==> src/rtl/core/etrc_pkg.sv <==
// Shared types and constants for the edge-trigger record capture block.
// No dependencies; imported by every module under rtl/core.
package etrc_pkg;

  // Record length in kept samples, and counter width to hold it
  localparam int RECORD_LENGTH = 200;
  localparam int CNT_W         = $clog2(RECORD_LENGTH + 1);

  // Register map
  localparam int ADDR_W = 3;
  localparam int DATA_W = 32;
  localparam logic REG_TRIGGER_LEVEL  = 1'b0;
  localparam logic REG_SAMPLE_DIVIDER = 1'b1;

  // Reset values of the registers
  localparam logic [7:0]  LEVEL_RESET   = 8'd105;
  localparam logic [15:0] DIVIDER_RESET = 16'd1;

  typedef struct packed {
    logic [7:0]  trigger_level;
    logic [15:0] sample_divider;
  } cfg_t;

  typedef struct packed {
    logic [7:0] value;
    logic [7:0] index;
    logic       triggered;
    logic       last;
  } result_t;

endpackage

==> src/rtl/core/etrc_cfg_regs.sv <==
// APB-style configuration registers: trigger level and sample divider.
// Depends on etrc_pkg.
module etrc_cfg_regs
  import etrc_pkg::*;
(
  input  logic              clk,
  input  logic              rst,
  input  logic              psel,
  input  logic              penable,
  input  logic              pwrite,
  input  logic [ADDR_W-1:0] paddr,
  input  logic [DATA_W-1:0] pwdata,
  output logic [DATA_W-1:0] prdata,
  output logic              pready,
  output cfg_t              cfg
);

  logic wr_en;

  assign pready = 1'b1;
  assign wr_en  = psel && penable && pwrite;

  // register writes, decoded on the word address bit
  always_ff @(posedge clk) begin
    if (rst) begin
      cfg.trigger_level  <= LEVEL_RESET;
      cfg.sample_divider <= DIVIDER_RESET;
    end else if (wr_en) begin
      case (paddr[2])
        REG_TRIGGER_LEVEL:  cfg.trigger_level  <= pwdata[7:0];
        REG_SAMPLE_DIVIDER: cfg.sample_divider <= pwdata[15:0];
        default: ;
      endcase
    end
  end

  // read-back
  always_comb begin
    case (paddr[2])
      REG_TRIGGER_LEVEL:  prdata = {24'd0, cfg.trigger_level};
      REG_SAMPLE_DIVIDER: prdata = {16'd0, cfg.sample_divider};
      default:            prdata = '0;
    endcase
  end

endmodule

==> src/rtl/core/etrc_capture.sv <==
// Decimation, trigger search and record capture state, one sample per transfer.
// Depends on etrc_pkg.
module etrc_capture
  import etrc_pkg::*;
(
  input  logic       clk,
  input  logic       rst,
  input  logic       step,
  input  logic [7:0] adc_sample,
  input  cfg_t       cfg,
  output logic       res_valid,
  output result_t    res
);

  localparam int IDX_W = (CNT_W > 8) ? CNT_W : 8;
  localparam logic [CNT_W-1:0] LEN      = CNT_W'(RECORD_LENGTH);
  localparam logic [CNT_W-1:0] LEN_LAST = CNT_W'(RECORD_LENGTH - 1);

  logic             capturing, capturing_next;
  logic             armed, armed_next;
  logic [CNT_W-1:0] search_count, search_count_next;
  logic [CNT_W-1:0] capture_count, capture_count_next;
  logic             record_triggered, record_triggered_next;
  logic [15:0]      divide_count, divide_count_next;

  logic [15:0]      div_eff;
  logic             keep;
  logic [CNT_W-1:0] search_inc;
  logic             trig_start, start, cap_last;
  logic [IDX_W-1:0] idx_wide;

  // divider of zero behaves as one
  assign div_eff    = (cfg.sample_divider == 16'd0) ? 16'd1 : cfg.sample_divider;
  assign keep       = ({1'b0, divide_count} + 17'd1) >= {1'b0, div_eff};
  assign search_inc = search_count + CNT_W'(1);
  assign trig_start = (adc_sample >= cfg.trigger_level) && armed;
  assign start      = trig_start || (search_inc >= LEN);
  assign cap_last   = capture_count >= LEN_LAST;
  assign idx_wide   = IDX_W'(capture_count);

  // next state and result
  always_comb begin
    capturing_next        = capturing;
    armed_next            = armed;
    search_count_next     = search_count;
    capture_count_next    = capture_count;
    record_triggered_next = record_triggered;
    divide_count_next     = divide_count;
    res_valid             = 1'b0;
    res.value             = adc_sample;
    res.index             = 8'd0;
    res.triggered         = record_triggered;
    res.last              = 1'b0;
    if (step) begin
      if (!keep) begin
        divide_count_next = divide_count + 16'd1;
      end else begin
        divide_count_next = 16'd0;
        if (!capturing) begin
          // search: below level arms, at/above level while armed fires
          if (adc_sample < cfg.trigger_level) begin
            armed_next = 1'b1;
          end else if (armed) begin
            armed_next = 1'b0;
          end
          if (start) begin
            search_count_next     = '0;
            capturing_next        = 1'b1;
            capture_count_next    = CNT_W'(1);
            record_triggered_next = trig_start;
            res_valid             = 1'b1;
            res.triggered         = trig_start;
          end else begin
            search_count_next = search_inc;
          end
        end else begin
          res_valid = 1'b1;
          res.index = idx_wide[7:0];
          res.last  = cap_last;
          if (cap_last) begin
            capturing_next     = 1'b0;
            capture_count_next = '0;
            search_count_next  = '0;
          end else begin
            capture_count_next = capture_count + CNT_W'(1);
          end
        end
      end
    end
  end

  always_ff @(posedge clk) begin
    if (rst) begin
      capturing        <= 1'b0;
      armed            <= 1'b0;
      search_count     <= '0;
      capture_count    <= '0;
      record_triggered <= 1'b0;
      divide_count     <= '0;
    end else begin
      capturing        <= capturing_next;
      armed            <= armed_next;
      search_count     <= search_count_next;
      capture_count    <= capture_count_next;
      record_triggered <= record_triggered_next;
      divide_count     <= divide_count_next;
    end
  end

  // capture count only runs during a record
  a_count_in_record: assert property (@(posedge clk) disable iff (rst)
    (capturing == (capture_count != '0)))
    else $error("capture count out of step with capturing flag");

  // search never runs past the record length
  a_search_bound: assert property (@(posedge clk) disable iff (rst)
    (search_count < LEN))
    else $error("search count reached record length");

  // a record's final sample always ends the capture
  a_last_ends: assert property (@(posedge clk) disable iff (rst)
    (res_valid && res.last) |=> !capturing)
    else $error("capture continued after final sample");

endmodule

==> src/rtl/core/etrc_out_buf.sv <==
// Result register plus skid slot: input keeps flowing under stall until full.
// Depends on etrc_pkg.
module etrc_out_buf
  import etrc_pkg::*;
(
  input  logic    clk,
  input  logic    rst,
  input  logic    push,
  input  result_t push_data,
  output logic    room,
  output logic    out_valid,
  input  logic    out_ready,
  output result_t out_data
);

  logic    skid_valid;
  result_t skid_data;
  logic    main_free;

  assign room      = !skid_valid;
  assign main_free = !out_valid || out_ready;

  // control
  always_ff @(posedge clk) begin
    if (rst) begin
      out_valid  <= 1'b0;
      skid_valid <= 1'b0;
    end else if (main_free) begin
      out_valid  <= skid_valid || push;
      skid_valid <= 1'b0;
    end else if (push) begin
      skid_valid <= 1'b1;
    end
  end

  // payload
  always_ff @(posedge clk) begin
    if (main_free) begin
      out_data <= skid_valid ? skid_data : push_data;
    end else if (push) begin
      skid_data <= push_data;
    end
  end

endmodule

==> src/rtl/core/edge_trigger_record_capture_core.sv <==
// Top level of the edge-trigger record capture block.
// Depends on etrc_pkg, etrc_cfg_regs, etrc_capture and etrc_out_buf.
//
//   channel  handshake                     payload
//   input    in_valid / in_ready           adc_sample
//   output   out_valid / out_ready         sample_value, sample_index,
//                                          was_triggered, last_of_record
//   config   psel, penable, pwrite, pready paddr, pwdata, prdata
//
// One sample is taken per clock while in_ready is high. A result, made for a
// kept sample that starts or falls in a record, is registered in the output
// register, or in a skid slot behind it while the output stalls; in_ready
// drops only when both slots hold results. Reset is synchronous and returns
// the registers to level 105, divider 1, and the capture logic to searching.
module edge_trigger_record_capture_core
  import etrc_pkg::*;
(
  input  logic              clk,
  input  logic              rst,
  input  logic              in_valid,
  output logic              in_ready,
  input  logic [7:0]        adc_sample,
  output logic              out_valid,
  input  logic              out_ready,
  output logic [7:0]        sample_value,
  output logic [7:0]        sample_index,
  output logic              was_triggered,
  output logic              last_of_record,
  input  logic              psel,
  input  logic              penable,
  input  logic              pwrite,
  input  logic [ADDR_W-1:0] paddr,
  input  logic [DATA_W-1:0] pwdata,
  output logic [DATA_W-1:0] prdata,
  output logic              pready
);

  cfg_t    cfg;
  logic    step;
  logic    res_valid;
  result_t res;
  result_t out_data;

  assign step = in_valid && in_ready;

  etrc_cfg_regs u_cfg (
    .clk     (clk),
    .rst     (rst),
    .psel    (psel),
    .penable (penable),
    .pwrite  (pwrite),
    .paddr   (paddr),
    .pwdata  (pwdata),
    .prdata  (prdata),
    .pready  (pready),
    .cfg     (cfg)
  );

  etrc_capture u_capture (
    .clk        (clk),
    .rst        (rst),
    .step       (step),
    .adc_sample (adc_sample),
    .cfg        (cfg),
    .res_valid  (res_valid),
    .res        (res)
  );

  etrc_out_buf u_out (
    .clk       (clk),
    .rst       (rst),
    .push      (res_valid),
    .push_data (res),
    .room      (in_ready),
    .out_valid (out_valid),
    .out_ready (out_ready),
    .out_data  (out_data)
  );

  assign sample_value   = out_data.value;
  assign sample_index   = out_data.index;
  assign was_triggered  = out_data.triggered;
  assign last_of_record = out_data.last;

endmodule
==> config.mk <==
export PLATFORM = sky130hd
export DESIGN_NAME = edge_trigger_record_capture_core
export DESIGN_NICKNAME = d
export VERILOG_FILES = /design/src/rtl/core/etrc_pkg.sv /design/src/rtl/core/etrc_cfg_regs.sv /design/src/rtl/core/etrc_capture.sv /design/src/rtl/core/etrc_out_buf.sv /design/src/rtl/core/edge_trigger_record_capture_core.sv
export SDC_FILE = /design/constraint.sdc
export NUM_CORES = 1
export LEC_CHECK = 0
export BUFFER_PORTS_ARGS = -buffer_cell sky130_fd_sc_hd__buf_2
export CAP_MARGIN = 5
export CORE_MARGIN = 3
export CORE_UTILIZATION = 50
export CTS_CLUSTER_DIAMETER = 80
export CTS_CLUSTER_SIZE = 30
export DETAILED_ROUTE_END_ITERATION = 8
export GPL_TIMING_DRIVEN = 1
export PLACE_DENSITY = 0.77
export SYNTH_ARGS = -nofsm -noshare
export SYNTH_HDL_FRONTEND = slang
export SYNTH_SLANG_ARGS = --single-unit
export TNS_END_PERCENT = 5
==> constraint.sdc <==
create_clock -name clk -period 4.5 [get_ports clk]
set_input_delay 0.675 -clock clk [delete_from_list [all_inputs] [get_ports clk]]
set_output_delay 0.675 -clock clk [all_outputs]
set_load 0.02 [all_outputs]
* After elaboration in Yosys (flattened, before gate mapping)
Index checks and enable logic that the tools add are counted.
** Operators by class
- Add/sub/neg operators :: 4
- Magnitude comparators :: 5
- Eq/ne operators :: 1
- Multiplexer cells :: 23
- Bitwise operators :: 3
- Reduce and logical (&&, ||, !) cells :: 19
** Operators by type and width (count)
- $pmux W32 S2 :: 1
- $mux W8 :: 7
- $mux W16 :: 2
- $mux W10 :: 2
- $mux W18 :: 1
- $add A16 B1 Y17 const B :: 1
- $ge A17 B16 Y1 :: 1
- $add A16 B1 Y16 const B :: 1
- $add A8 B1 Y8 const B :: 2
- $ge A8 B8 Y1 const B :: 2
- $logic_not A16 Y1 :: 1
- $mux W1 :: 10
- $reduce_and A3 Y1 :: 3
- $ge A8 B8 Y1 :: 1
- $lt A8 B8 Y1 :: 1
- $reduce_and A2 Y1 :: 4
- $logic_and A1 B1 Y1 :: 4
- $logic_or A1 B1 Y1 :: 3
- $not A1 Y1 :: 3
- $logic_not A1 Y1 :: 2
- $ne A2 B2 Y1 const B :: 1
- $reduce_bool A2 Y1 :: 1
- $reduce_or A2 Y1 :: 1
** Word-level totals
- Bits in registers :: 97
- Output and inout port bits :: 53
- Logic and storage cells :: 73

* Logic depth before layout (Yosys ltp)
- Depth after elaboration :: 8
- Gate-level depth with buffers :: 17
- Depth with buffers taken out :: 15

* By module
A second synthesis with hierarchy kept.
** Unflattened totals
- Cell total of the unflattened synthesis :: 549
- Area, all modules :: 5522.8 µm²
** Modules (own cells, without submodules)
- etrc_capture :: instances 1, cells each 346, area each 2737.6 µm², sequential area each 700.7 µm²
- etrc_out_buf :: instances 1, cells each 65, area each 1445.1 µm², sequential area each 1121.1 µm²
- etrc_cfg_regs :: instances 1, cells each 137, area each 1333.8 µm², sequential area each 480.5 µm²
- edge_trigger_record_capture_core :: instances 1, cells each 1, area each 6.3 µm², sequential area each 0.0 µm²

* Worst setup path after synthesis
Ideal clock, no wire load.
- Path kind :: flip-flop to flip-flop
- Start point :: register u_capture.divide_count[0]
- End point :: register u_out.skid_data[0] (netlist name), enable pin
- Arrival time :: 3.920 ns
- Setup slack :: 0.187 ns
- Cell stages (with the launch flop) :: 15
- Path buffers :: 1
- Clock period less this slack :: 4.313 ns
- Cell sequence :: dfxtp_1 -> ha_1 -> and4_1 -> and4_1 -> and3_1 -> clkbuf_1 -> nand3_1 -> xnor2_1 -> ha_1 -> nand4_1 -> or4_1 -> o211a_1 -> o211ai_2 -> o311ai_2 -> nor2_1
** On the way
- Cells in the longest elaborated chain, start to end :: 5
** Ends and longest elaborated chain
- start: declaration :: RTL line etrc_capture.sv:24 : logic [15:0] divide_count, divide_count_next;
- start signal: assignment :: RTL line etrc_capture.sv:106 : divide_count <= divide_count_next;
- $add A16 B1 Y17 :: RTL line etrc_capture.sv:34 : assign keep = ({1'b0, divide_count} + 17'd1) >= {1'b0, div_eff};
- $ge A17 B16 Y1 :: RTL line etrc_capture.sv:34
- $mux W1 :: RTL line etrc_capture.sv:55 : if (!keep) begin
- $mux W1 :: RTL line etrc_capture.sv:54 : if (step) begin
- $reduce_and A2 Y1 (no line)
- end signal: assignment :: RTL line etrc_out_buf.sv:41 : skid_data <= push_data;
- end: declaration :: RTL line etrc_out_buf.sv:17 : result_t skid_data;
No other way between the ends.
A chain may end at the register's enable or synchronous reset.

==> metrics.cfg <==
[final_layout]
fin_nets = 715
multi_input_area_mm2 = 0.00258
final_common_cell = nand2_1
antenna_cells = 0
drive_gt1_share_pct = 16.8
final_cells = 775
fin_area_mm2 = 0.00579
layout_common_cells = nand2_1 (85), buf_2 (67), dfxtp_1 (61), a21oi_1 (51), nor2_1 (42)
regArea_mm2 = 0.00230
syn2layout_area_growth_pct = 12.1
n_fill_cell = 868

[die]
core-area_mm2 = 0.00991
start_util_pct = 52.1
fp.dieH_um = 108
num_rows = 36
die_area_mm2 = 0.0116
ios = 103
die_w_um = 108

[clocking]
clockRootBuffer = clkbuf_8
cts_sinks = 97
cts_post_setup_buffers_inserted = 0
cts-resized-gates = 0
cts_buffers = 9
cts_tree = done
cts_hold_buf = 0
htreeDepth = 3
path_clk_slew_ns = 0.10
clockBufferDepth = 2
clk_latency_ns = 0.37

[timing]
tightest_slew_ns = 1.08
relSlewSlack_pct = 28.0
finalSetupViolations = 0
finalCriticalPeriod_ns = 4.18
clock.fmax_mhz = 239
hold_violations = 0
setup_ws_ns = 0.317
fin_crit_sh_pct = 93.0
finClkSkew_ns = 0.0158
finalSetupTns_ns = 0
drv_slew = 0
rsz0062_at_grt = no

[power_and_ir_drop]
leakage_nw = 2.44
ir_worst_vdd_v = 0.000193
power.density_mw_per_mm2 = 310

[worst_setup_path]
cp_slowest_cell = or4_1
rr_startpoint = u_capture.divide_count[0]$_SDFFE_PP0P_
r2r_slack_ns = 0.32
worstPathRequired_ns = 4.63
cp.arrival_ns = 4.31
crit_chain = ha_1 -> and4_1 -> and4_1 -> and3_1 -> nand3_1 -> xnor2_1 -> ha_1 -> nand4_1 -> or4_1 -> o211a_1 -> o211ai_2 -> buf_4 -> nand3_1 -> a32o_1 -> mux2_2
cp-end-kind = flop
cp_max_fo = 7
path_buf_inv = 1
r2r-end = u_out.out_data[1]$_DFFE_PP_
cpPeakStageDelay_ns = 0.55
cp-start-kind = flop
path_class = reg -> reg
reg2regPathDepth = 15
critPathTopFamily = simple AND/OR/NAND/NOR gates

[placement]
gp_congestion = 0.891
dpl_cell_area_mm2 = 0.00557
dp_slack_ns = 0.306
portBuffers = 67
dp_hpwl_um = 7930
placedCellCount = 759

[route]
vias_per_cell = 5.55
first_pass_iters = 4
wl_um = 11300
vias = 4301
ant_nets = 0
remaining_drc_errors = 0
drt-initial-drc-count = 381
post_drt_wl_per_cell_um = 14.6

[min_path]
hold_start = u_cfg.cfg[11]$_SDFFE_PP0P_
holdPathStages = 2
hold_path_class = reg -> reg
worstHoldEndpoint = u_cfg.cfg[11]$_SDFFE_PP0P_

[logic_synthesis]
yosysTopAreaCell = dfxtp_1
syn_area_mm2 = 0.00516
synthArstFlopShare_pct = 0
syn_inst = 578
ys_ff_latch = 97
ys_seq_area_share_pct = 44.6
synth.area.top_cells = dfxtp_1 (24%), edfxtp_1 (21%), ha_1 (6.8%)
yosys_warnings = 0
synth_top_flop_cell = dfxtp_1
synth_edf_count = 36
synth_top_area_share_pct = 23.6
synth_area_per_cell_um2 = 8.94
ys_types = 56

[global_routing]
grt_max_degree = 55
first_global_vias = 4075
antenna_found_initial = 0
grt-ovfl-total = 0
grt_first_pass_wirelength_um = 18700
grt_usage_pct = 19.7

[status]
status = finished clean

[run]
maxCapViolations = 0

==> per-stage QoR <==
step	util, %	power [mW]	hold slack (ns)
after floorplan	-	1.13	0.449
after global placement	56.2	1.19	0.461
after detailed placement	56.2	1.20	0.460
after CTS	58.4	1.80	0.475
after global routing	58.4	1.87	0.488
final	58.4	1.79	0.479
==> state kept, by name, indices dropped and copies added (netlist names) <==
register	count
u_capture.search_count	8
u_capture.divide_count	16
u_cfg.cfg	24
u_out.out_valid	1
u_capture.capture_count	8
u_capture.record_triggered	1
u_out.out_data	18
u_out.skid_valid	1
u_capture.capturing	1
u_capture.armed	1
u_out.skid_data	18
==> where the power goes <==
part           switching [mW]  internal [mW]
logic                   0.154         0.0851
registers              0.0145          0.926
clock network           0.341          0.274
==> cells by family after synthesis <==
| kind of cell | share of synthesized area, % |
|---|---|
| and+or+nand+nor | 20.0 |
| buffers and inverters | 6.54 |
| DFF | 44.6 |
| AOI/OAI and AO/OA | 16.3 |
| adders and majority gates | 6.78 |
| other | 0.145 |
| muxes | 3.13 |
| xor gates and xnor gates | 2.54 |
==> per-layer routing <==
metal / share of wire [%] / global-route usage, % / vias up
met2: 48 / 32.6 / 107
met4: 1.1 / 5.68 / 0
met3: 4.2 / 3.42 / 8
met1: 46 / 26.4 / 2045
met5: 0 / 0 / -
li1: - / - / 2141
==> final cells by class <==
cell class | instances | area share [%]
Inverter | 28 | 1.82
Sequential cell | 97 | 39.8
Timing Repair Buffer | 77 | 7.09
Multi-Input combinational cell | 424 | 44.6
Clock inverter | 7 | 1.66
Tap cell | 133 | 2.88
Clock buffer | 9 | 2.14
==> cell usage after synthesis, drive strengths merged, types with 2 or more instances <==
library cell,number
nor4,3
buf,22
o21ai,32
nor2,43
a32o,6
and3,12
and4,2
xnor2,7
ha,28
o21a,2
a22o,3
nor3,14
edfxtp,36
clkbuf,22
a22oi,4
nand4b,2
dfxtp,61
nand3b,7
a21oi,51
nand3,15
o211ai,5
conb,2
mux2,9
xor2,8
nand2,85
mux2i,6
inv,27
a2bb2oi,5
nor2b,7
a21o,12
and2,4
nor3b,3
or4,4
nand4,9
or3,3
==> how the worst max path moves through the flow <==
stage | from | to | slack (ns) | cells past startpoint
after floorplan | u_capture.divide_count[0]$_SDFFE_PP0P_ | u_out.skid_data[0]$_DFFE_PP_ | 0.19 | 14
after global placement | u_capture.divide_count[0]$_SDFFE_PP0P_ | u_out.out_data[1]$_DFFE_PP_ | 0.40 | 15
after detailed placement | u_capture.divide_count[0]$_SDFFE_PP0P_ | u_capture.divide_count[9]$_SDFFE_PP0P_ | 0.31 | 16
after CTS | u_capture.divide_count[0]$_SDFFE_PP0P_ | u_capture.divide_count[9]$_SDFFE_PP0P_ | 0.20 | 16
after global routing | u_capture.divide_count[0]$_SDFFE_PP0P_ | u_out.out_data[1]$_DFFE_PP_ | 0.03 | 15
final | u_capture.divide_count[0]$_SDFFE_PP0P_ | u_out.out_data[1]$_DFFE_PP_ | 0.32 | 15
==> worst reg2reg max path: stages, from the launching register on <==
cell	delay, ns
dfxtp_1	0.42
ha_1	0.27
and4_1	0.27
and4_1	0.28
and3_1	0.29
nand3_1	0.12
xnor2_1	0.16
ha_1	0.33
nand4_1	0.16
or4_1	0.55
o211a_1	0.13
o211ai_2	0.17
buf_4	0.23
nand3_1	0.07
a32o_1	0.24
mux2_2	0.27
No activity file was read; power rests on OpenSTA's default activity.
